<file path="src/hw/rtl/abaf_pkg.sv">
package abaf_pkg;

  localparam int unsigned DEFAULT_LOOP_DEPTH  = 2048;
  localparam int unsigned DEFAULT_LARGE_BLOCK = 128;

  localparam int unsigned SAMPLE_W = 16;
  localparam int unsigned MODE_W   = 3;
  localparam int unsigned CAPLEN_W = 12;
  localparam int unsigned APB_AW   = 3;
  localparam int unsigned APB_DW   = 32;

  localparam logic [MODE_W-1:0] MODE_BYPASS = 3'd0;
  localparam logic [MODE_W-1:0] MODE_AVG2   = 3'd1;
  localparam logic [MODE_W-1:0] MODE_AVG8   = 3'd2;
  localparam logic [MODE_W-1:0] MODE_AVGL   = 3'd3;
  localparam logic [MODE_W-1:0] MODE_FREEZE = 3'd4;

  localparam logic REG_MODE   = 1'b0;
  localparam logic REG_CAPLEN = 1'b1;

  localparam logic [CAPLEN_W-1:0] CAPLEN_RESET = 12'd2048;

  typedef struct packed {
    logic [MODE_W-1:0]   mode;
    logic [CAPLEN_W-1:0] capture_length;
  } cfg_t;

  typedef struct packed {
    logic wr_en;
    logic rd_en;
  } loop_ctrl_t;

endpackage

</file>
<file path="src/hw/rtl/abaf_regs.sv">
module abaf_regs
  import abaf_pkg::*;
(
  input  logic              clk_i,
  input  logic              rst_ni,
  input  logic              psel,
  input  logic              penable,
  input  logic              pwrite,
  input  logic [APB_AW-1:0] paddr,
  input  logic [APB_DW-1:0] pwdata,
  output logic [APB_DW-1:0] prdata,
  output logic              pready,
  output cfg_t              cfg_o
);

  logic [MODE_W-1:0]   mode_q, mode_d;
  logic [CAPLEN_W-1:0] caplen_q, caplen_d;
  logic                wr_en;
  logic                reg_sel;

  assign pready  = 1'b1;
  assign wr_en   = psel & penable & pwrite;
  assign reg_sel = paddr[2];

  always_comb begin
    mode_d   = mode_q;
    caplen_d = caplen_q;
    if (wr_en) begin
      case (reg_sel)
        REG_MODE:   mode_d   = pwdata[MODE_W-1:0];
        REG_CAPLEN: caplen_d = pwdata[CAPLEN_W-1:0];
        default:    mode_d   = mode_q;
      endcase
    end
  end

  always_ff @(posedge clk_i or negedge rst_ni) begin
    if (!rst_ni) begin
      mode_q   <= MODE_BYPASS;
      caplen_q <= CAPLEN_RESET;
    end else begin
      mode_q   <= mode_d;
      caplen_q <= caplen_d;
    end
  end

  always_comb begin
    case (reg_sel)
      REG_MODE:   prdata = APB_DW'(mode_q);
      REG_CAPLEN: prdata = APB_DW'(caplen_q);
      default:    prdata = '0;
    endcase
  end

  assign cfg_o.mode           = mode_q;
  assign cfg_o.capture_length = caplen_q;

endmodule

</file>
<file path="config.mk">
export PLATFORM = sky130hd
export DESIGN_NAME = abaf_regs
export DESIGN_NICKNAME = d
export VERILOG_FILES = /design/src/hw/rtl/abaf_pkg.sv /design/src/hw/rtl/abaf_regs.sv
export SDC_FILE = /design/constraint.sdc
export NUM_CORES = 1
export LEC_CHECK = 0
export BUFFER_PORTS_ARGS = -buffer_cell sky130_fd_sc_hd__buf_4
export CAP_MARGIN = 20
export CORE_UTILIZATION = 38
export DETAILED_ROUTE_END_ITERATION = 16
export GPL_ROUTABILITY_DRIVEN = 1
export PLACE_DENSITY = 0.9
export SYNTH_ARGS = -nofsm -noshare
export SYNTH_HDL_FRONTEND = slang
export SYNTH_SLANG_ARGS = --single-unit
</file>
<file path="constraint.sdc">
create_clock -name clk_i -period 1.7 [get_ports clk_i]
set_input_delay 0.255 -clock clk_i [delete_from_list [all_inputs] [get_ports clk_i]]
set_output_delay 0.255 -clock clk_i [all_outputs]
set_load 0.02 [all_outputs]
</file>
=== Yosys cells after proc, flatten, opt, wreduce, memory -nomap -nowiden ===
Index checks and enable logic that the tools add are counted.

* Logic and storage cells: 8
* Register bits after elaboration: 15
* Input bits: 40
* Output and inout bits: 48

* Bitwise logic cells: 3
* Reductions and logical operators: 2
* Muxes and demuxes: 1

{| class="wikitable"
|+ Operators with widths
! cell !! count
|-
| $pmux 32 s2 || 1
|-
| $reduce_and 2->1 || 2
|-
| $and 1x1->1 || 2
|-
| $not 1->1 || 1
|}

=== Depth between registers and ports, before layout ===
Gate-level depths: netlist of the first run.

* Word-level depth: 3
* Gate-level depth with buffers: 3
* Depth with buffers taken out: 2

=== Worst setup path after synthesis of the first run ===
No wires, ideal clock.

* Kind: input-to-output
* From: input paddr[2]
* To: output prdata[2]
* Slack: 0.594 ns
* Arrival: 0.851 ns
* Data required time: 1.445 ns
* Stages: 2
* Path buffers: 1
* Path through: clkbuf_1 > mux2_2

* Cells in the longest elaborated chain, start to end: 2

{| class="wikitable"
|+ RTL lines
! what !! line !! text
|-
| start: declaration || abaf_regs.sv:9 || <nowiki>input logic [APB_AW-1:0] paddr,</nowiki>
|-
| $not 1->1 (no line) || - ||
|-
| $pmux 32 s2 (*) || abaf_regs.sv:48 || <nowiki>case (reg_sel)</nowiki>
|-
| end: declaration || abaf_regs.sv:11 || <nowiki>output logic [APB_DW-1:0] prdata,</nowiki>
|}

Every way passes the cells marked *; elsewhere a longest branch is shown, timed or not. The select of a mux whose other input is x is not followed.

=== Final worst setup path of the first run ===
* From: register caplen_q[1]
* To: output prdata[1]

* Cells in the longest elaborated chain, start to end: 1

{| class="wikitable"
|+ RTL lines
! what !! line !! text
|-
| start: declaration || abaf_regs.sv:17 || <nowiki>logic [CAPLEN_W-1:0] caplen_q, caplen_d;</nowiki>
|-
| start signal: assignment || abaf_regs.sv:43 || <nowiki>caplen_q <= caplen_d;</nowiki>
|-
| $pmux 32 s2 || abaf_regs.sv:48 ||
|}

No other way between the ends. The select of a mux whose other input is x is not followed.

==> flow_summary.yaml, run 1 <==
power_and_ir_drop:
  fin_total_pwr_mw: 1.28
  internal_power_uw: 826
  leakage_nw: 0.647
  max-vdd-ir-drop_mv: 0.779
  p_sw_share_pct: 35.7
  p_sw_uw: 458
  p_clk_share_pct: 14.8
  power_density_nw_per_um2: 1090
  power.share.combinational_pct: 46.4
  p_seq_share_pct: 38.8
hold_path:
  min_to: "caplen_q[6]$_DFFE_PN0P_"
  hold_path_depth: 2
  hold_start: "pwdata[6]"
  hp-class: "primary input to flop"
timing:
  fin_crit_ps: 1350
  period_share_pct: 79.7
  fin_setup_tns_ps: 0
  finalSetupViolCount: 0
  fmax_mhz: 738
  hold_ws_ps: 209
  rsz0062_at_grt: "no"
  finalMaxSlewViolations: 0
  hold_violations: 0
  skew_ps: 0
  fin_ws_ps: 346
yosys:
  synth_seq_cells: 15
  synth.distinct_cells: 11
  synth-seq-area-share_pct: 43.1
  syn_avg_cell_area_um2: 12.7
  yosysWarningCount: 0
  netlist_top_cells_area: "dfrtp_1 40%, buf_4 18%, mux2_4 17%"
  synth.cell_area_um2: 875
  synth_top_area_share_pct: 40.1
  netlist_instances: 69
  yosysTopAreaCell: "dfrtp_1"
critical_path:
  cp_data_arrival_time_ps: 1100
  r2r_slack_ps: 920
  crit_chain: "mux2_2 -> buf_4"
  cp_max_fo: 3
  worstSetupPathType: "flop to output pin"
  required_ps: 1440
  critPathCaptureType: "output pin"
  r2r_end: "caplen_q[1]$_DFFE_PN0P_"
  r2r-start: "caplen_q[1]$_DFFE_PN0P_"
  cp_slowest_cell: "dfrtp_1"
  start_kind: "flop"
  cpPeakStageDelay_ps: 410
  reg2regPathDepth: 1
finish:
  syn_to_final_growth_pct: 35.2
  post-route-cell-area_um2: 1180
  layout-drive-gt1-share_pct: 59.1
  nets: 156
  diodes: 0
clock_tree:
  htree_num_levels: 1
  cts_resized: 0
  cts_setup_buffers: 0
  root_buffer: "clkbuf_4"
  cts.path.max_buffers: 2
  postCtsHoldBufs: 1
  path_clk_slew_ps: 80
  numCtsBuffers: 3
  cts_sinks: 15
  clkLatencyLatePin_ps: 270
  cts_tree: "built"
drt:
  ant_nets: 0
  drt_wl_total_um: 1620
  drc: 0
  vias: 599
  drtIter0Drc: 3
  drt_first_pass_iters: 4
  wire_per_inst_um: 11.3
  viasPerCell: 4.19
floorplan:
  die_y_um: 50.0
  core-area_um2: 2190
  die_area_um2: 2500
  die_x_um: 50.0
  initial_core_util_pct: 39.9
  ios: 88
  rows: 17
placement:
  placed_area_um2: 1150
  gp_routability_congestion: 0.603
  pre_cts_ws_ps: 448
  detailedPlacementHpwl_um: 1270
  port_buffers: 44
grt:
  track_usage_pct: 13.9
  grt_pass1_wl_um: 2590
  antenna_found_initial: 0
  grt_pass1_vias: 570
  grt_max_degree: 16
  grt_overflow_total: 0
run_status:
  status: "finished clean"
run:
  cap_violations: 0
==> layout by cell type, fill, tap and decap left out <==
cell type	count
clkbuf_1	1
dfrtp_1	14
nand4b_1	1
mux2_2	8
mux2_4	10
dfstp_2	1
nand4_2	1
clkbuf_4	3
buf_4	45
and2_1	9
conb_1	21
dlygate4sd3_1	1
==> state kept, by name, indices dropped and copies added, names as in the netlist <==
register	count
caplen_q	12
mode_q	3
==> final cells by class <==
type	count	area, um2
Multi-Input combinational cell	50	397
Fill cell	202	1010
Timing Repair Buffer	46	348
Sequential cell	15	377
Tap cell	28	35.0
Clock buffer	4	26.3
==> worst max path at each step <==
| stage | start | endpoint | depth (start not counted) |
|---|---|---|---|
| final | caplen_q[1]$_DFFE_PN0P_ | prdata[1] | 2 |
| after global routing | caplen_q[0]$_DFFE_PN0P_ | prdata[0] | 2 |
| after global placement | paddr[2] | caplen_q[7]$_DFFE_PN0P_ | 4 |
| after detailed placement | paddr[2] | caplen_q[8]$_DFFE_PN0P_ | 4 |
| after CTS | caplen_q[1]$_DFFE_PN0P_ | prdata[1] | 2 |
| after floorplan | paddr[2] | prdata[2] | 2 |
==> stage by stage <==
stage | utilization [%] | instances
after floorplan | - | 88
after global placement | 52.3 | 138
after detailed placement | 52.3 | 138
after CTS | 54.0 | 143
after global routing | 54.0 | 143
final | 54.0 | 143
==> per-layer routing <==
| layer | part of all wire [%] | track usage, % | up-vias |
|---|---|---|---|
| met5 | 0 | 0 | - |
| li1 | - | - | 275 |
| met2 | 56 | 27.0 | 34 |
| met4 | 0 | 1.43 | 0 |
| met1 | 38 | 14.7 | 290 |
| met3 | 6.1 | 4.63 | 0 |
==> worst max-delay path, delay by kind of cell, from the launching register on <==
family,cells,cell delay [ps]
mux,1,270
flops,1,410
buf+inv,1,160
==> synth_stat cells (all sizes together) <==
cell and count:
nand4b 1, dfrtp 14, and2 9, mux2 18
conb 2, clkbuf 1, buf 22, nand4 1
dfstp 1
==> power groups by stage <==
| stage | registers, mW | clock network, mW | logic (mW) |
|---|---|---|---|
| 5_1_grt | 0.511 | 0.218 | 0.630 |
| 3_5_place_dp | 0.505 | 0 | 0.601 |
| 3_3_place_gp | 0.497 | 0 | 0.591 |
| 6_report | 0.499 | 0.190 | 0.596 |
| 4_1_cts | 0.499 | 0.203 | 0.603 |
| 2_1_floorplan | 0.595 | 0 | 0.286 |
==> cell families after synthesis <==
group	count (synthesis)	synth area share (%)
buf+inv	23	19.7
mux	18	27.5
other cells	2	0.859
flops	15	43.1
simple gates	11	8.87
Power figures use the tool's default switching activity.
==> inputs of run 2 (changes only) <==
- CORE_UTILIZATION: 38 -> 35
- PLACE_DENSITY: 0.9 -> 0.84
- clock period: 1.7 -> 1.25 ns (I/O delays scaled with it)
==> run 2 against run 1 <==
  * The run now ends with negative setup slack left
  * Sequential power grew 35%
  * Utilization rose by 1.9 points
  * Power rose by 47%
  * Cell count increased by 5.6%
  * Critical path depth unchanged
  * Clock skew is the same
  * Clock power rose by 41%
  * Register-to-register slack got worse by 580 ps
  * Largest cell class is now buffers
==> flow_summary.yaml, run 2 (synthesized netlist as in run 1, its figures left out) <==
floorplan:
  rows: 17
  die_area_um2: 2700
  die_y_um: 52.0
  core-area_um2: 2280
  ios: 88
  initial_core_util_pct: 38.4
  die_x_um: 52.0
clock_tree:
  root_buffer: "clkbuf_4"
  numCtsBuffers: 3
  cts_sinks: 15
  cts_tree: "built"
  htree_num_levels: 1
  cts.path.max_buffers: 2
  clkLatencyLatePin_ps: 270
  path_clk_slew_ps: 90
timing:
  period_share_pct: 102
  fmax_mhz: 787
  fin_ws_ps: -21.2
  finalSetupViolCount: 4
  skew_ps: 0
  finalMaxSlewViolations: 0
  hold_violations: 0
  rsz0062_at_grt: "yes"
  fin_crit_ps: 1270
  hold_ws_ps: 140
finish:
  top_regs: "caplen_q: 12 flops, mode_q: 3 flops"
  final_cell_mix: "49 x buf_4, 21 x conb_1, 14 x dfrtp_1"
  nets: 164
  nFillCells: 201
  regMostFlops: "caplen_q"
  mostFrequentLayoutCell: "buf_4"
  layout-drive-gt1-share_pct: 62.6
  diodes: 0
  post-route-cell-area_um2: 1270
  fin_util_pct: 55.9
  syn_to_final_growth_pct: 45.4
  largest_register_ffs: 12
critical_path:
  cp.buffers_inverters: 1
  cp.depth: 2
  start_kind: "flop"
  cp_data_arrival_time_ps: 1080
  cp_slowest_cell: "dfrtp_1"
  r2r_end: "mode_q[0]$_DFFE_PN0P_"
  reg2regPathDepth: 2
  r2r_slack_ps: 340
  cp_top_family: "flip-flops"
  cp_max_fo: 2
  r2r-start: "mode_q[0]$_DFFE_PN0P_"
  crit_chain: "mux2_4 -> buf_6"
  required_ps: 1060
  worstSetupPathType: "flop to output pin"
  critPathCaptureType: "output pin"
  cpPeakStageDelay_ps: 400
grt:
  grt_pass1_wl_um: 3030
  grt_max_degree: 16
  grt_pass1_vias: 656
  antenna_found_initial: 0
  track_usage_pct: 15.4
  grt_overflow_total: 0
run_status:
  failed_checks: "negative setup slack"
  status: "finished, violations left"
drt:
  drc: 0
  drt_first_pass_iters: 2
  ant_nets: 0
  viasPerCell: 4.19
  vias: 632
  wire_per_inst_um: 12.4
  drtIter0Drc: 1
  drt_wl_total_um: 1870
placement:
  placed_area_um2: 1150
  detailedPlacementHpwl_um: 1370
  port_buffers: 44
  gp_routability_congestion: 0.646
power_and_ir_drop:
  power_density_nw_per_um2: 1490
  leakage_nw: 0.704
  max-vdd-ir-drop_mv: 0.892
hold_path:
  min_to: "caplen_q[6]$_DFFE_PN0P_"
  hp-class: "primary input to flop"
  hold_path_depth: 2
  hold_start: "pwdata[6]"
run:
  cap_violations: 0
[run 2: changes by cell type in the layout (fill, tap and decap cells not counted)]
cell,delta
mux2_4,+3
buf_6,+4
buf_4,+4
mux2_2,-3
and2_4,+1
and2_1,-1
[run 2: area by class of cell]
cell class	count	area (um2)	area share, %
Clock buffer	4	26.3	2.07
Timing Repair Buffer	54	423	33.3
Tap cell	28	35.0	2.76
Sequential cell	15	377	29.6
Multi-Input combinational cell	50	410	32.3
[run 2: worst max-delay path by stage]
stage / startpoint / to / slack (ps)
6_report: mode_q[0]$_DFFE_PN0P_ / prdata[0] / -20
5_1_grt: mode_q[0]$_DFFE_PN0P_ / prdata[0] / -60
4_1_cts: caplen_q[0]$_DFFE_PN0P_ / prdata[0] / -20
3_5_place_dp: paddr[2] / mode_q[2]$_DFFE_PN0P_ / 160
3_3_place_gp: paddr[2] / caplen_q[10]$_DFFE_PN0P_ / 180
2_1_floorplan: caplen_q[11]$_DFFE_PN1P_ / prdata[11] / 240
[run 2: power by group]
| part | internal, mW | switching (mW) | total [mW] | leakage (nW) |
|---|---|---|---|---|
| Sequential | 0.598 | 0.0781 | 0.676 | 0.179 |
| Combinational | 0.498 | 0.448 | 0.946 | 0.510 |
| Clock | 0.123 | 0.143 | 0.267 | 0.0150 |
[run 2: worst register-to-register path: stages, from the launching register on]
cell	delay, ps
dfrtp_1	400
buf_4	150
mux2_2	250
[run 2: what timing repair did]
item                       in CTS  in global routing
buffers inserted                7                  0
resized for setup               7                  1
setup endpoints to repair       4                  4
hold endpoints to repair       15                  0
hold buffers                    1                  0
[run 2: layer usage]
layer	vias up	share of wire (%)	global-route usage, %
met5	-	0	0
met4	0	0	4.05
met3	0	8.9	3.22
met2	48	53	29.1
met1	291	38	17.1
li1	293	-	-
[run 2: per-stage QoR]
| step | setup slack, ps | setup TNS [ps] | power (mW) | std cells |
|---|---|---|---|---|
| 2_1_floorplan | 241 | 0 | 1.20 | 88 |
| 3_3_place_gp | 183 | 0 | 1.49 | 139 |
| 3_5_place_dp | 159 | 0 | 1.51 | 139 |
| 4_1_cts | -16.0 | -52.2 | 1.89 | 151 |
| 5_1_grt | -59.2 | -214 | 2.00 | 151 |
| 6_report | -21.2 | -60.4 | 1.89 | 151 |
