### src/hw/rtl/abaf_pkg.sv
package abaf_pkg;

  localparam int unsigned DEFAULT_LOOP_DEPTH  = 2048;
  localparam int unsigned DEFAULT_LARGE_BLOCK = 128;

  localparam int unsigned SAMPLE_W = 16;
  localparam int unsigned MODE_W   = 3;
  localparam int unsigned CAPLEN_W = 12;
  localparam int unsigned APB_AW   = 3;
  localparam int unsigned APB_DW   = 32;

  localparam logic [MODE_W-1:0] MODE_BYPASS = 3'd0;
  localparam logic [MODE_W-1:0] MODE_AVG2   = 3'd1;
  localparam logic [MODE_W-1:0] MODE_AVG8   = 3'd2;
  localparam logic [MODE_W-1:0] MODE_AVGL   = 3'd3;
  localparam logic [MODE_W-1:0] MODE_FREEZE = 3'd4;

  localparam logic REG_MODE   = 1'b0;
  localparam logic REG_CAPLEN = 1'b1;

  localparam logic [CAPLEN_W-1:0] CAPLEN_RESET = 12'd2048;

  typedef struct packed {
    logic [MODE_W-1:0]   mode;
    logic [CAPLEN_W-1:0] capture_length;
  } cfg_t;

  typedef struct packed {
    logic wr_en;
    logic rd_en;
  } loop_ctrl_t;

endpackage

### src/hw/rtl/abaf_avg.sv
module abaf_avg
  import abaf_pkg::*;
#(
  parameter int unsigned LARGE_BLOCK = DEFAULT_LARGE_BLOCK
) (
  input  logic                clk_i,
  input  logic                rst_ni,
  input  logic                step_i,
  input  logic [MODE_W-1:0]   mode_i,
  input  logic [SAMPLE_W-1:0] sample_i,
  output logic [SAMPLE_W-1:0] held_o
);

  localparam int unsigned PW       = $clog2(LARGE_BLOCK);
  localparam int unsigned LB_SHIFT = $clog2(LARGE_BLOCK);
  localparam int unsigned KSH      = SAMPLE_W + LB_SHIFT;
  localparam longint unsigned RECIP_VAL = ((64'd1 << KSH) / LARGE_BLOCK) + 64'd1;
  localparam int unsigned RW       = $clog2(RECIP_VAL + 1);
  localparam logic [RW-1:0] RECIP  = RW'(RECIP_VAL);
  localparam logic [PW-1:0] LAST2  = PW'(1);
  localparam logic [PW-1:0] LAST8  = PW'(7);
  localparam logic [PW-1:0] LASTL  = PW'(LARGE_BLOCK - 1);

  logic [SAMPLE_W-1:0]    sum_q, sum_d;
  logic [PW-1:0]          pos_q, pos_d;
  logic [SAMPLE_W-1:0]    held_q, held_d;
  logic                   neg;
  logic [SAMPLE_W:0]      sx;
  logic [SAMPLE_W:0]      q2_full, q8_full;
  logic [SAMPLE_W-1:0]    mag;
  logic [SAMPLE_W+RW-1:0] prod;
  logic [SAMPLE_W-1:0]    qm, ql;
  logic [SAMPLE_W-1:0]    quot;
  logic [PW-1:0]          last_pos;
  logic                   active;
  logic [SAMPLE_W-1:0]    new_sum;

  assign neg = sample_i[SAMPLE_W-1];
  assign sx  = {sample_i[SAMPLE_W-1], sample_i};

  assign q2_full = $signed(sx + (neg ? (SAMPLE_W+1)'(1) : '0)) >>> 1;
  assign q8_full = $signed(sx + (neg ? (SAMPLE_W+1)'(7) : '0)) >>> 3;

  assign mag  = neg ? SAMPLE_W'(-sx) : sample_i;
  assign prod = (SAMPLE_W+RW)'(mag) * (SAMPLE_W+RW)'(RECIP);
  assign qm   = SAMPLE_W'(prod >> KSH);
  assign ql   = neg ? (~qm + SAMPLE_W'(1)) : qm;

  always_comb begin
    active   = 1'b1;
    quot     = '0;
    last_pos = LAST2;
    case (mode_i)
      MODE_AVG2: begin
        quot     = q2_full[SAMPLE_W-1:0];
        last_pos = LAST2;
      end
      MODE_AVG8: begin
        quot     = q8_full[SAMPLE_W-1:0];
        last_pos = LAST8;
      end
      MODE_AVGL: begin
        quot     = ql;
        last_pos = LASTL;
      end
      default: active = 1'b0;
    endcase
  end

  assign new_sum = sum_q + quot;

  always_comb begin
    sum_d  = sum_q;
    pos_d  = pos_q;
    held_d = held_q;
    if (step_i && active) begin
      if (pos_q >= last_pos) begin
        held_d = new_sum;
        sum_d  = '0;
        pos_d  = '0;
      end else begin
        sum_d = new_sum;
        pos_d = pos_q + PW'(1);
      end
    end
  end

  always_ff @(posedge clk_i or negedge rst_ni) begin
    if (!rst_ni) begin
      sum_q  <= '0;
      pos_q  <= '0;
      held_q <= '0;
    end else begin
      sum_q  <= sum_d;
      pos_q  <= pos_d;
      held_q <= held_d;
    end
  end

  assign held_o = held_q;

endmodule

### config.mk
export PLATFORM = sky130hd
export DESIGN_NAME = abaf_avg
export DESIGN_NICKNAME = d
export VERILOG_FILES = /design/src/hw/rtl/abaf_pkg.sv /design/src/hw/rtl/abaf_avg.sv
export SDC_FILE = /design/constraint.sdc
export NUM_CORES = 1
export LEC_CHECK = 0
export BUFFER_PORTS_ARGS = -buffer_cell sky130_fd_sc_hd__clkbuf_2
export CORE_MARGIN = 3
export CORE_UTILIZATION = 35
export DETAILED_ROUTE_END_ITERATION = 10
export GPL_TIMING_DRIVEN = 0
export PLACE_DENSITY_LB_ADDON = 0.25
export SYNTH_ARGS = -nofsm -noshare
export SYNTH_HDL_FRONTEND = slang
export SYNTH_SLANG_ARGS = --single-unit
### constraint.sdc
create_clock -name clk_i -period 4.08 [get_ports clk_i]
set_input_delay 0.408 -clock clk_i [delete_from_list [all_inputs] [get_ports clk_i]]
set_output_delay 0.408 -clock clk_i [all_outputs]
set_load 0.01 [all_outputs]
After elaboration in Yosys (flattened, before gate mapping)

Index checks and enable logic that the tools add are counted.

$add $sub $neg: 6
$mul: 1
Div/mod/pow operators: 0
$lt $le $gt $ge: 1
Equality and inequality tests: 3
Shift-type cells: 0
Muxes and demuxes: 9
Bitwise gates (word level): 1
Reduce and logical (&&, ||, !) cells: 3

Operator list:

| cell                                                | number |
|---|---|
| two-way mux 16 bit                                  | 3 |
| case mux 16 bit (3 select lines)                    | 1 |
| multiplier 16 x 17 -> 33 bit, second input constant | 1 |
| adder 16 x 2 -> 17 bit                              | 1 |
| adder 16 x 4 -> 17 bit                              | 1 |
| adder 16 x 1 -> 16 bit, second input constant       | 1 |
| adder 16 bit                                        | 1 |
| negator 16 bit                                      | 1 |
| NOT 10 -> 16 bit                                    | 1 |
| case mux 7 bit (2 select lines)                     | 1 |
| adder 7 x 1 -> 7 bit, second input constant         | 1 |
| greater-or-equal comparator 7 bit                   | 1 |
| two-way mux 7 bit                                   | 1 |
| equality test 3 x 2 -> 1 bit, second input constant | 2 |
| equality test 3 x 1 -> 1 bit, second input constant | 1 |
| two-way mux 3 bit                                   | 1 |
| OR reduction 3 bit                                  | 1 |
| two-way mux 1 bit                                   | 2 |
| AND reduction 2 bit                                 | 1 |
| logical AND 1 bit                                   | 1 |

Register bits after elaboration: 39
Bits in latches: 0
RAM bits: 0
Memory bits (read-only): 0
Word-level logic and storage cells: 27
Memories kept: 0

Logic depth before layout (Yosys ltp)

Gate-level depths: netlist of run 1.

Depth in word-level cells: 9
Mapped depth: 20

Worst setup path before layout of run 1

No wires, ideal clock.

Path kind: input to register
Start: in sample_i[3]
End: reg held_q[13], in the netlist held_o[13]
Setup time: 0.125 ns
Data arrival time: 3.705 ns
Data required time: 3.955 ns
Path slack: 0.251 ns
Stages on the path: 20
Buffers on the path: 2
Cell sequence: buf_2 > nor4_2 > nand2_1 > nand2_1 > xor2_1 > ha_1 > clkbuf_1 > nand3_1 > nor2_1 > o21ai_0 > xor2_1 > o21ai_0 > ha_1 > inv_1 > o22ai_1 > o21a_1 > or2_2 > a31oi_1 > xnor2_1 > mux2_2

Cells in the longest elaborated chain, start to end: 8
Elaborated cells on any way between the ends: 10
Those cells by class: add/sub (5); mul (1); mux (3); bitwise (1)

Ends and longest elaborated chain:

| element                            | RTL line       | source |
|---|---|---|
| start, declared                    | abaf_avg.sv:10 | `input logic [SAMPLE_W-1:0] sample_i,` |
| negator 16 bit                     | abaf_avg.sv:44 | `assign mag = neg ? SAMPLE_W'(-sx) : sample_i;` |
| two-way mux 16 bit                 | abaf_avg.sv:44 |  |
| multiplier 16 x 17 -> 33 bit       | abaf_avg.sv:45 | `assign prod = (SAMPLE_W+RW)'(mag) * (SAMPLE_W+RW)'(RECIP);` |
| NOT 10 -> 16 bit                   | abaf_avg.sv:47 | `assign ql = neg ? (~qm + SAMPLE_W'(1)) : qm;` |
| adder 16 x 1 -> 16 bit             | abaf_avg.sv:47 |  |
| two-way mux 16 bit                 | abaf_avg.sv:47 |  |
| case mux 16 bit (3 select lines) * | abaf_avg.sv:53 | `case (mode_i)` |
| adder 16 bit *                     | abaf_avg.sv:70 | `assign new_sum = sum_q + quot;` |
| end signal, assigned               | abaf_avg.sv:96 | `held_q <= held_d;` |
| end, declared                      | abaf_avg.sv:26 | `logic [SAMPLE_W-1:0] held_q, held_d;` |

Mark *: on every way between the ends. The rest lies on a longest branch, timed or not.
A chain may end at the register's enable or synchronous reset.

Final worst setup path of run 1

Start: in sample_i[15]
End: reg sum_q[14]

Cells in the longest elaborated chain, start to end: 9
Elaborated cells on any way between the ends: 13
Those cells by class: add/sub (5); mul (1); mux (6); bitwise (1)

Ends and longest elaborated chain:

| element                            | RTL line       | source |
|---|---|---|
| negator 16 bit                     | abaf_avg.sv:44 |  |
| two-way mux 16 bit                 | abaf_avg.sv:44 |  |
| multiplier 16 x 17 -> 33 bit       | abaf_avg.sv:45 |  |
| NOT 10 -> 16 bit                   | abaf_avg.sv:47 |  |
| adder 16 x 1 -> 16 bit             | abaf_avg.sv:47 |  |
| two-way mux 16 bit                 | abaf_avg.sv:47 |  |
| case mux 16 bit (3 select lines) * | abaf_avg.sv:53 |  |
| adder 16 bit *                     | abaf_avg.sv:70 |  |
| two-way mux 16 bit *               | abaf_avg.sv:77 | `if (pos_q >= last_pos) begin` |
| end signal, assigned               | abaf_avg.sv:94 | `sum_q <= sum_d;` |
| end, declared                      | abaf_avg.sv:24 | `logic [SAMPLE_W-1:0] sum_q, sum_d;` |

Marks and branches as above.

==> summary.md, run 1 <==
| Metric | Value |
|---|---|
| WL final | `8.843 mm` |
| Synth Area in XOR/XNOR | `12.97%` |
| Slowest CP cell | `ha_1` |
| Synth Area in Simple Gates | `20.02%` |
| Die area | `11060 um2` |
| Post-route cell area | `3887 um2` |
| TNS Setup | `0 ps` |
| DR vias/cell | `5.391` |
| Commonest non-fill, non-tap cells in the layout | `nand2_1, dfrtp_1, o21ai_0` |
| Largest family of logic cells by synthesized area | `compound AO/OA/AOI/OAI gates` |
| # port buffers | `31` |
| CP Launch Point | `sample_i[15]` |
| Asr flop ratio synth | `100.0%` |
| Avg WL per Cell | `15.30 um` |
| Synth Area in Compound Gates | `21.18%` |
| Core Region | `9415 um2` |
| Layout cells sized above 1 | `15.14%` |
| First-pass GRT wire length | `14.86 mm` |
| Clk buf depth | `2` |
| Max Clk Rate | `265.1 MHz` |
| Fin. max-slew vios | `0` |
| Area of the mapped netlist | `3443 um2` |
| Setup WS pre-CTS | `-658.3 ps` |
| Overflow after GRT | `0` |
| Hold Slack | `253.6 ps` |
| Min-Delay Path Class | `in2async` |
| Sink Count | `39` |
| Slew margin rel. | `34.84%` |
| Worst setup margin | `308.0 ps` |
| Synth Area in Adders | `10.03%` |
| Dpl hpwl | `6.961 mm` |
| Worst vdd ir | `0.0002134 V` |
| Worst Setup End Kind | `flip-flop` |
| Clk root buf | `clkbuf_8` |
| CP required | `4250 ps` |
| Maxcap violations | `0` |
| IO Count | `38` |
| Status | `finished, final reports clean` |
| Initial antenna violation count | `0` |
| Synth Net Count | `461` |
| Post-DRT Antenna Nets | `0` |
| Final setup viols | `0` |
| Crit path DAT | `3940 ps` |
| Reg2reg start | `pos_q[1]$_DFFE_PN0P_` |
| Synth Register Bits | `39` |
| Yosys top cell area share | `28.34%` |
| Syn-to-layout area delta | `12.90%` |
| CP Launch Type | `primary input` |
| Gate Count Post-Synth | `412` |
| Starting Density | `36.57%` |
| Largest net degree at the start of global routing | `40` |
| Tcrit/Tclk final | `92.45%` |
| Sequential element share of the synthesized area | `28.34%` |
| Levels on crit path | `19` |
| Critical Path Max Stage Delay | `370 ps` |
| Vias | `3116` |
| Delay-heaviest family, CP | `compound AO/OA/AOI/OAI gates` |
| Worst-path clk slew | `90 ps` |
| Number of DRC markers in iteration 0 | `290` |
| Top cells by area, synth | `dfrtp_1, ha_1, xnor2_1, nand2_1, o21ai_0` |
| TritonCTS buffer count | `5` |
| Critical setup path kind | `in2reg` |
| Die X | `105.2 um` |
| Total track usage | `16.13%` |
| Mux contribution to synthesized area | `3.488%` |
| Final Hold Viols | `0` |
| Drt first pass iters | `4` |
| Top_reg_cell synth | `dfrtp_1` |
| Synth warn | `0` |
| DP Area | `3760 um2` |
| Pwr/cell area | `480.8 nW/um2` |
| Slew @ Worst Pin | `977.4 ps` |
| Post-Syn Area per Cell | `8.358 um2` |
| Skew-Pair Late Insertion Delay | `290 ps` |
| Ant. Diodes | `0` |
| Final #Nets | `497` |
| Number of cells on the worst reg-to-reg path | `8` |
| WP buf/inv | `3` |
| Final min period | `3772 ps` |
| Cell taking the most area after synthesis | `dfrtp_1` |
| Gpl congestion | `0.8732` |
| Commonest non-fill, non-tap cell in the layout | `nand2_1` |
| Hold bufs inserted after CTS | `0` |
| Fillcell total | `965` |
| Synth cell types | `59` |
| Crit-path cells | `clkbuf_4 > buf_4 > and2_1 > ha_1 > nand2_1 > or3_1 > buf_2 > nor2_1 > xor2_1 > a21oi_1 > o21ai_0 > ha_1 > o21a_1 > o21a_1 > a21oi_1 > o31ai_1 > o31a_1 > xnor2_2 > o21ai_0` |
| Drc violations | `0` |
| Post-synth EDFFs | `0` |
| TritonCTS clock tree | `done` |
| CP Max Fanout | `15` |
| Row count | `35` |
| Lkg Pwr | `1.645 nW` |
| Die height | `105.2 um` |
| Worst Skew | `9.738 ps` |
| Vias in the first global route | `2978` |
| H-tree Lvls | `2` |
-- logic make-up after synthesis --
family,Yosys count
mux,11
xor+xnor,51
flops,39
buf+inv,32
fa+ha+maj,27
simple gates,141
compound gates,111
-- worst paths after layout --
kind	endpoint	slack (ps)
hold / removal	sum_q[7]$_DFFE_PN0P_	250
max in group asynchronous	sum_q[6]$_DFFE_PN0P_	3210
hold reg to reg	held_o[4]$_DFFE_PN0P_	490
setup reg to reg	held_o[13]$_DFFE_PN0P_	1440
min in group clk_i	held_o[4]$_DFFE_PN0P_	490
setup / recovery	sum_q[14]$_DFFE_PN0P_	310
-- final cells by class --
cell class	count	area [um2]	area share (%)
Tap cell	129	161.4	4.152
Clock buffer	7	96.34	2.478
Clock inverter	1	7.507	0.1931
Buffer	23	106.4	2.736
Multi-Input combinational cell	341	2356	60.61
Timing Repair Buffer	31	157.7	4.055
Sequential cell	39	975.9	25.10
Inverter	7	26.28	0.6759
-- power breakdown --
group | total, mW | switching [mW] | leakage, nW | internal (mW)
Sequential | 0.671 | 0.117 | 0.505 | 0.554
Combinational | 0.898 | 0.516 | 1.09 | 0.382
Clock | 0.300 | 0.146 | 0.0505 | 0.154
-- routing by layer --
metal | vias to the layer above | GRT usage, % | share of wire (%)
met5 | - | 0 | 0
met4 | 0 | 1.406 | 0.27
li1 | 1558 | - | -
met2 | 54 | 25.96 | 46
met3 | 4 | 2.347 | 4.1
met1 | 1500 | 23.75 | 49
-- per-stage QoR --
stage,cells,power [mW],util [%]
6_report,578,1.869,41.29
5_1_grt,578,2.037,41.29
4_1_cts,579,1.883,41.10
3_5_place_dp,572,1.575,39.93
3_3_place_gp,572,1.547,39.93
2_1_floorplan,412,1.289,-
-- state kept, by name, indices dropped and copies added, names as in the netlist --
| name | count |
|---|---|
| sum_q | 16 |
| held_o | 16 |
| pos_q | 7 |
-- worst register-to-register path, cell delays in order, from the launching register on --
cell,delay [ps]
dfrtp_1,420
ha_1,310
a211oi_1,200
nor2_1,70
nor4_1,170
o21bai_1,200
nand2_1,270
clkbuf_1,480
mux2_2,400
-- cell usage after synthesis (all sizes together) (4+ instances only) --
| cell type | number |
|---|---|
| nor2 | 22 |
| dfrtp | 39 |
| nand4 | 10 |
| inv | 7 |
| o31ai | 6 |
| o21ai | 38 |
| or3 | 5 |
| nand2 | 59 |
| nor4 | 5 |
| xnor2 | 30 |
| a22o | 6 |
| o21a | 4 |
| clkbuf | 18 |
| o211ai | 4 |
| ha | 26 |
| and3 | 4 |
| a21oi | 20 |
| nand3 | 16 |
| a22oi | 6 |
| nor3 | 6 |
| mux2 | 8 |
| xor2 | 21 |
| buf | 7 |
-- timing repair --
item                       in CTS  in global routing
hold endpoints to repair        0                  0
pin swaps                       0                  1
resized for setup               2                  8
buffers inserted                0                  0
setup endpoints to repair       9                  7
No activity file was read; power rests on OpenSTA's default activity.
==> run 2, diff against run 1 <==
CTS_CLUSTER_DIAMETER = 60   (was default)
CTS_CLUSTER_SIZE = 40   (was default)
GPL_TIMING_DRIVEN = default   (was 0)
==> summary.md, run 2 (synthesis results as in run 1) <==
| Metric | Value |
|---|---|
| Internal power | `1.073 mW` |
| IO Count | `38` |
| TritonCTS buffer count | `5` |
| Avg WL per Cell | `15.07 um` |
| DP Area | `3770 um2` |
| Syn-to-layout area delta | `12.28%` |
| Status | `finished, final reports clean` |
| Core Region | `9415 um2` |
| Post-CTS Setup Bufs | `0` |
| DR vias/cell | `5.418` |
| Met3 Use GR | `2.656%` |
| Sink Count | `39` |
| Post-DRT Antenna Nets | `0` |
| Worst vdd ir | `0.0001876 V` |
| Final Hold Viols | `0` |
| Lkg Pwr | `1.673 nW` |
| Worst Setup End Kind | `flip-flop` |
| Sequential power share | `36.8%` |
| Dpl hpwl | `6.594 mm` |
| H-tree Lvls | `2` |
| CP required | `4250 ps` |
| Met1 Usage GRT | `22.58%` |
| Die area | `11060 um2` |
| GRT met2 Usage | `24.91%` |
| Initial antenna violation count | `0` |
| CTS resizes | `0` |
| Worst Skew | `2.663 ps` |
| Starting Density | `36.57%` |
| Drt first pass iters | `5` |
| Max Clk Rate | `272.5 MHz` |
| CP Launch Type | `primary input` |
| TritonCTS clock tree | `done` |
| Gpl congestion | `0.9183` |
| NetSw | `742.8 uW` |
| Comb power frac | `48.7%` |
| Crit path DAT | `3840 ps` |
| Final min period | `3670 ps` |
| Fin. max-slew vios | `0` |
| Commonest non-fill, non-tap cells in the layout | `nand2_1, dfrtp_1, o21ai_0, clkbuf_2, xnor2_1` |
| Hold bufs inserted after CTS | `0` |
| Overflow after GRT | `0` |
| Clk buf depth | `2` |
| # port buffers | `37` |
| Vias | `3099` |
| Tcrit/Tclk final | `89.96%` |
| Layout cells sized above 1 | `17.38%` |
| Commonest non-fill, non-tap cell in the layout | `nand2_1` |
| Worst-path clk slew | `70 ps` |
| Number of DRC markers in iteration 0 | `180` |
| Post-route cell area | `3866 um2` |
| Die height | `105.2 um` |
| Critical setup path kind | `in2reg` |
| Drc violations | `0` |
| Vias in the first global route | `3068` |
| Final #Nets | `492` |
| Final setup viols | `0` |
| Ant. Diodes | `0` |
| Slew @ Worst Pin | `982.8 ps` |
| Clk pwr share | `14.4%` |
| Slew margin rel. | `34.48%` |
| TNS Setup | `0 ps` |
| RSZ-0062 raised after global routing | `no` |
| Die X | `105.2 um` |
| Largest net degree at the start of global routing | `40` |
| Row count | `35` |
| Min-Delay Path Class | `in2async` |
| First-pass GRT wire length | `14.65 mm` |
| Skew-Pair Late Insertion Delay | `280 ps` |
| Hold Slack | `266.5 ps` |
| Sw frac | `40.90%` |
| Maxcap violations | `0` |
| CP Max Fanout | `8` |
| WL final | `8.619 mm` |
| Pwr/cell area | `469.7 nW/um2` |
| Clk root buf | `clkbuf_8` |
| Total track usage | `15.92%` |
| GR peak layer | `met2` |
## run 2: cell types whose count changed in the layout (fill, tap and decap cells not counted), sizes merged
cell | previous run | this run
buf | 8 | 12
clkbuf | 53 | 43
clkinv | 0 | 1
clkinvlp | 1 | 0
## run 2: final timing paths
kind / startpoint / to / slack [ps] / cells past startpoint
worst max-delay path: sample_i[2] / held_o[13]$_DFFE_PN0P_ / 410 / 20
worst min-delay path: rst_ni / held_o[8]$_DFFE_PN0P_ / 270 / 1
worst max register to register: sum_q[0]$_DFFE_PN0P_ / sum_q[14]$_DFFE_PN0P_ / 1640 / 9
worst min register to register: held_o[4]$_DFFE_PN0P_ / held_o[4]$_DFFE_PN0P_ / 480 / 2
max in group asynchronous: rst_ni / pos_q[5]$_DFFE_PN0P_ / 3190 / 1
min in group clk_i: held_o[4]$_DFFE_PN0P_ / held_o[4]$_DFFE_PN0P_ / 480 / 2
## run 2: area by class of cell
class / instances / area (um2)
fill: 963 / 5549
multi-input combinational: 341 / 2340
sequential: 39 / 975.9
timing repair buffer: 49 / 275.3
tap: 129 / 161.4
clock buffer: 6 / 82.58
inverter: 7 / 26.28
clock inverter: 1 / 5.005
## run 2: power by group through the flow
stage | clock network (mW) | registers, mW | logic, mW
finish | 0.262 | 0.669 | 0.885
global route | 0.299 | 0.695 | 1.00
CTS | 0.275 | 0.672 | 0.897
detailed placement | 0 | 0.677 | 0.892
global placement | 0 | 0.674 | 0.876
floorplan | 0 | 0.687 | 0.602
## run 2: worst max-delay path: stages
cell      delay [ps]
clkbuf_2         140
nor4_2           250
buf_4            170
nand2_1           50
nand2_1          100
xnor2_1          160
ha_2             310
nand3_1           90
nor2_1            90
o21ai_0          100
xor2_1           150
o21ai_0          180
ha_1             270
inv_1            120
o22ai_1          130
o21a_1           240
or2_2            270
a31oi_1          200
xnor2_1          110
mux2_2           270
## run 2: metal layers
metal | routed length [um] | share of wire (%) | vias to the layer above
met1 | 4158 | 48 | 1468
met2 | 3972 | 46 | 64
li1 | - | - | 1549
met5 | 0 | 0 | -
met4 | 182 | 2.1 | 0
met3 | 306 | 3.6 | 18
## run 2: per-stage QoR
stage,utilization [%],cells,total power [mW],setup slack (ps)
after floorplan,-,412,1.289,250.5
after global placement,40.04,565,1.550,126.7
after detailed placement,40.04,565,1.569,2.262
after CTS,40.97,572,1.845,306.4
after global routing,41.06,572,1.996,58.20
final,41.06,572,1.816,409.8
==> run 3, diff against run 2 <==
ABC_AREA = 1   (was default)
BUFFER_PORTS_ARGS = -buffer_cell sky130_fd_sc_hd__buf_4   (was -buffer_cell sky130_fd_sc_hd__clkbuf_2)
==> summary.md, run 3 <==
| Metric | Value |
|---|---|
| Status | `finished, final reports clean` |
| Core Region | `9910 um2` |
| Setup WS pre-CTS | `218.2 ps` |
| Die X | `107.6 um` |
| Avg WL per Cell | `13.77 um` |
| Final Hold Viols | `0` |
| Clk root buf | `clkbuf_8` |
| Drc violations | `0` |
| Area of the mapped netlist | `3615 um2` |
| Worst Setup End Kind | `flip-flop` |
| Layout cells sized above 1 | `16.29%` |
| Slew @ Worst Pin | `799.4 ps` |
| Top cells by area, synth | `dfrtp_1, nand2_1, ha_1, nand3_1, inv_1` |
| Number of cells on the worst reg-to-reg path | `16` |
| CP required | `4270 ps` |
| DR vias/cell | `5.107` |
| Sink Count | `39` |
| Min-Delay Path Class | `in2async` |
| Hold Slack | `73.53 ps` |
| Commonest non-fill, non-tap cell in the layout | `nand2_1` |
| TNS Setup | `0 ps` |
| Leading cell types by count after synthesis | `nand2_1, inv_1, nand3_1` |
| Top_reg_cell synth | `dfrtp_1` |
| Sequential element share of the synthesized area | `27.00%` |
| Number of DRC markers in iteration 0 | `160` |
| Reg2reg start | `sum_q[0]$_DFFE_PN0P_` |
| RSZ-0062 raised after global routing | `no` |
| Max Clk Rate | `286.8 MHz` |
| Worst vdd ir | `0.0004427 V` |
| Total track usage | `17.13%` |
| H-tree Lvls | `2` |
| Yosys top cell area share | `27.00%` |
| Final #Nets | `619` |
| Vias | `3595` |
| CP Launch Type | `primary input` |
| Lkg Pwr | `2.073 nW` |
| Die height | `107.6 um` |
| TritonCTS buffer count | `5` |
| Crit path DAT | `3680 ps` |
| Tcrit/Tclk final | `85.46%` |
| Synth warn | `0` |
| Maxcap violations | `0` |
| Worst-path clk slew | `80 ps` |
| TritonCTS clock tree | `done` |
| Reg-to-reg endpoint | `held_o[12]$_DFFE_PN0P_` |
| # port buffers | `37` |
| Dpl hpwl | `7.693 mm` |
| Starting Density | `36.48%` |
| Fin. max-slew vios | `0` |
| Critical setup path kind | `in2reg` |
| Post-DRT Antenna Nets | `0` |
| Overflow after GRT | `0` |
| Gate Count Post-Synth | `532` |
| Post-CTS Setup Bufs | `0` |
| Synth Register Bits | `39` |
| Drt first pass iters | `5` |
| Largest net degree at the start of global routing | `40` |
| Post-Syn Area per Cell | `6.795 um2` |
| Final setup viols | `0` |
| Pwr/cell area | `457.7 nW/um2` |
| Commonest non-fill, non-tap cells in the layout | `nand2_1, inv_1, nand3_1` |
| Cell taking the most area after synthesis | `dfrtp_1` |
| IO Count | `38` |
| Clk buf depth | `2` |
| Initial antenna violation count | `0` |
| Synth Net Count | `581` |
| Row count | `36` |
| Worst setup margin | `593.3 ps` |
| Slew margin rel. | `46.65%` |
| PnR Total Power | `1.902 mW` |
| Die area | `11580 um2` |
| Count leader, synth | `nand2_1` |
| First-pass GRT wire length | `16.09 mm` |
| Final min period | `3487 ps` |
| Worst Skew | `13.19 ps` |
| Vias in the first global route | `3352` |
| Skew-Pair Late Insertion Delay | `300 ps` |
| WL final | `9.696 mm` |
| Final core occ | `41.93%` |
| Synth cell types | `41` |
| Reg2Reg Setup Slack | `1720 ps` |
| Syn-to-layout area delta | `14.95%` |
| Gpl congestion | `0.9007` |
| CP Max Fanout | `27` |
| Ant. Diodes | `0` |
| Post-synth EDFFs | `0` |
| Asr flop ratio synth | `100.0%` |
-- run 3: cell count changes after synthesis, moves of 17 or more --
| cell | delta |
|---|---|
| inv_1 | +50 |
| nand2_1 | +73 |
| nand3_1 | +33 |
| nor2_1 | +17 |
| xnor2_1 | -26 |
-- run 3: report_power, final --
part / total (mW) / internal [mW] / switching [mW]
registers: 0.669 / 0.553 / 0.116
logic: 0.906 / 0.377 / 0.529
clock network: 0.327 / 0.182 / 0.145
-- run 3: kinds of logic after synthesis --
kind of cell               synth area share, %
DFF                                      27.00
AOI/OAI and AO/OA                        16.41
and+or+nand+nor                          35.13
muxes                                   0.2769
buffers and inverters                    8.238
adders and majority gates                9.553
xor gates and xnor gates                 3.392
-- run 3: critical path, cell delays in order --
cell      delay [ps]
buf_4            270
ha_1             310
a21oi_1          190
o21ai_2          110
nand2_1           90
inv_1            100
o311ai_0         500
ha_1             390
a21oi_1          200
nand2_1           70
nand2_1           70
nand2_1           60
a21o_1           190
nand2_1           70
nand2_1           80
nand2_1           70
nand2_1           80
nand3_1           80
nand2_1           60
xor2_1           150
nand2_1           70
nand2_1           50
-- run 3: final cells by class --
type	instances	area, um2
well taps	133	166.4
clock inverters	3	43.79
flip-flops and latches	39	975.9
inverters	62	232.7
fillers	1048	5754
multi-input cells	419	2345
clock buffers	5	68.82
repair buffers	43	322.8
-- run 3: how the worst max path moves through the flow --
stage,from,endpoint,cells past startpoint
after floorplan,sample_i[7],held_o[13]$_DFFE_PN0P_,24
after global placement,sample_i[1],held_o[13]$_DFFE_PN0P_,24
after detailed placement,sample_i[1],sum_q[13]$_DFFE_PN0P_,24
after CTS,sample_i[1],sum_q[13]$_DFFE_PN0P_,24
after global routing,sample_i[1],held_o[15]$_DFFE_PN0P_,26
final,sample_i[15],held_o[12]$_DFFE_PN0P_,22
-- run 3: metal layers --
metal | track usage [%] | part of all wire, %
met5 | 0 | 0
met4 | 5.140 | 1.3
met3 | 2.280 | 5.4
met2 | 26.15 | 43
met1 | 25.10 | 50
-- run 3: stage by stage --
step / cell area (um2) / std cells
after floorplan: 3615 / 532
after global placement: 4039 / 696
after detailed placement: 4039 / 696
after CTS: 4151 / 704
after global routing: 4155 / 704
final: 4155 / 704
-- run 3: timing repair --
item	CTS	global route
gates resized for setup	0	2
setup endpoints to repair	0	4
endpoints found under the hold margin	0	0
hold buffers	0	0
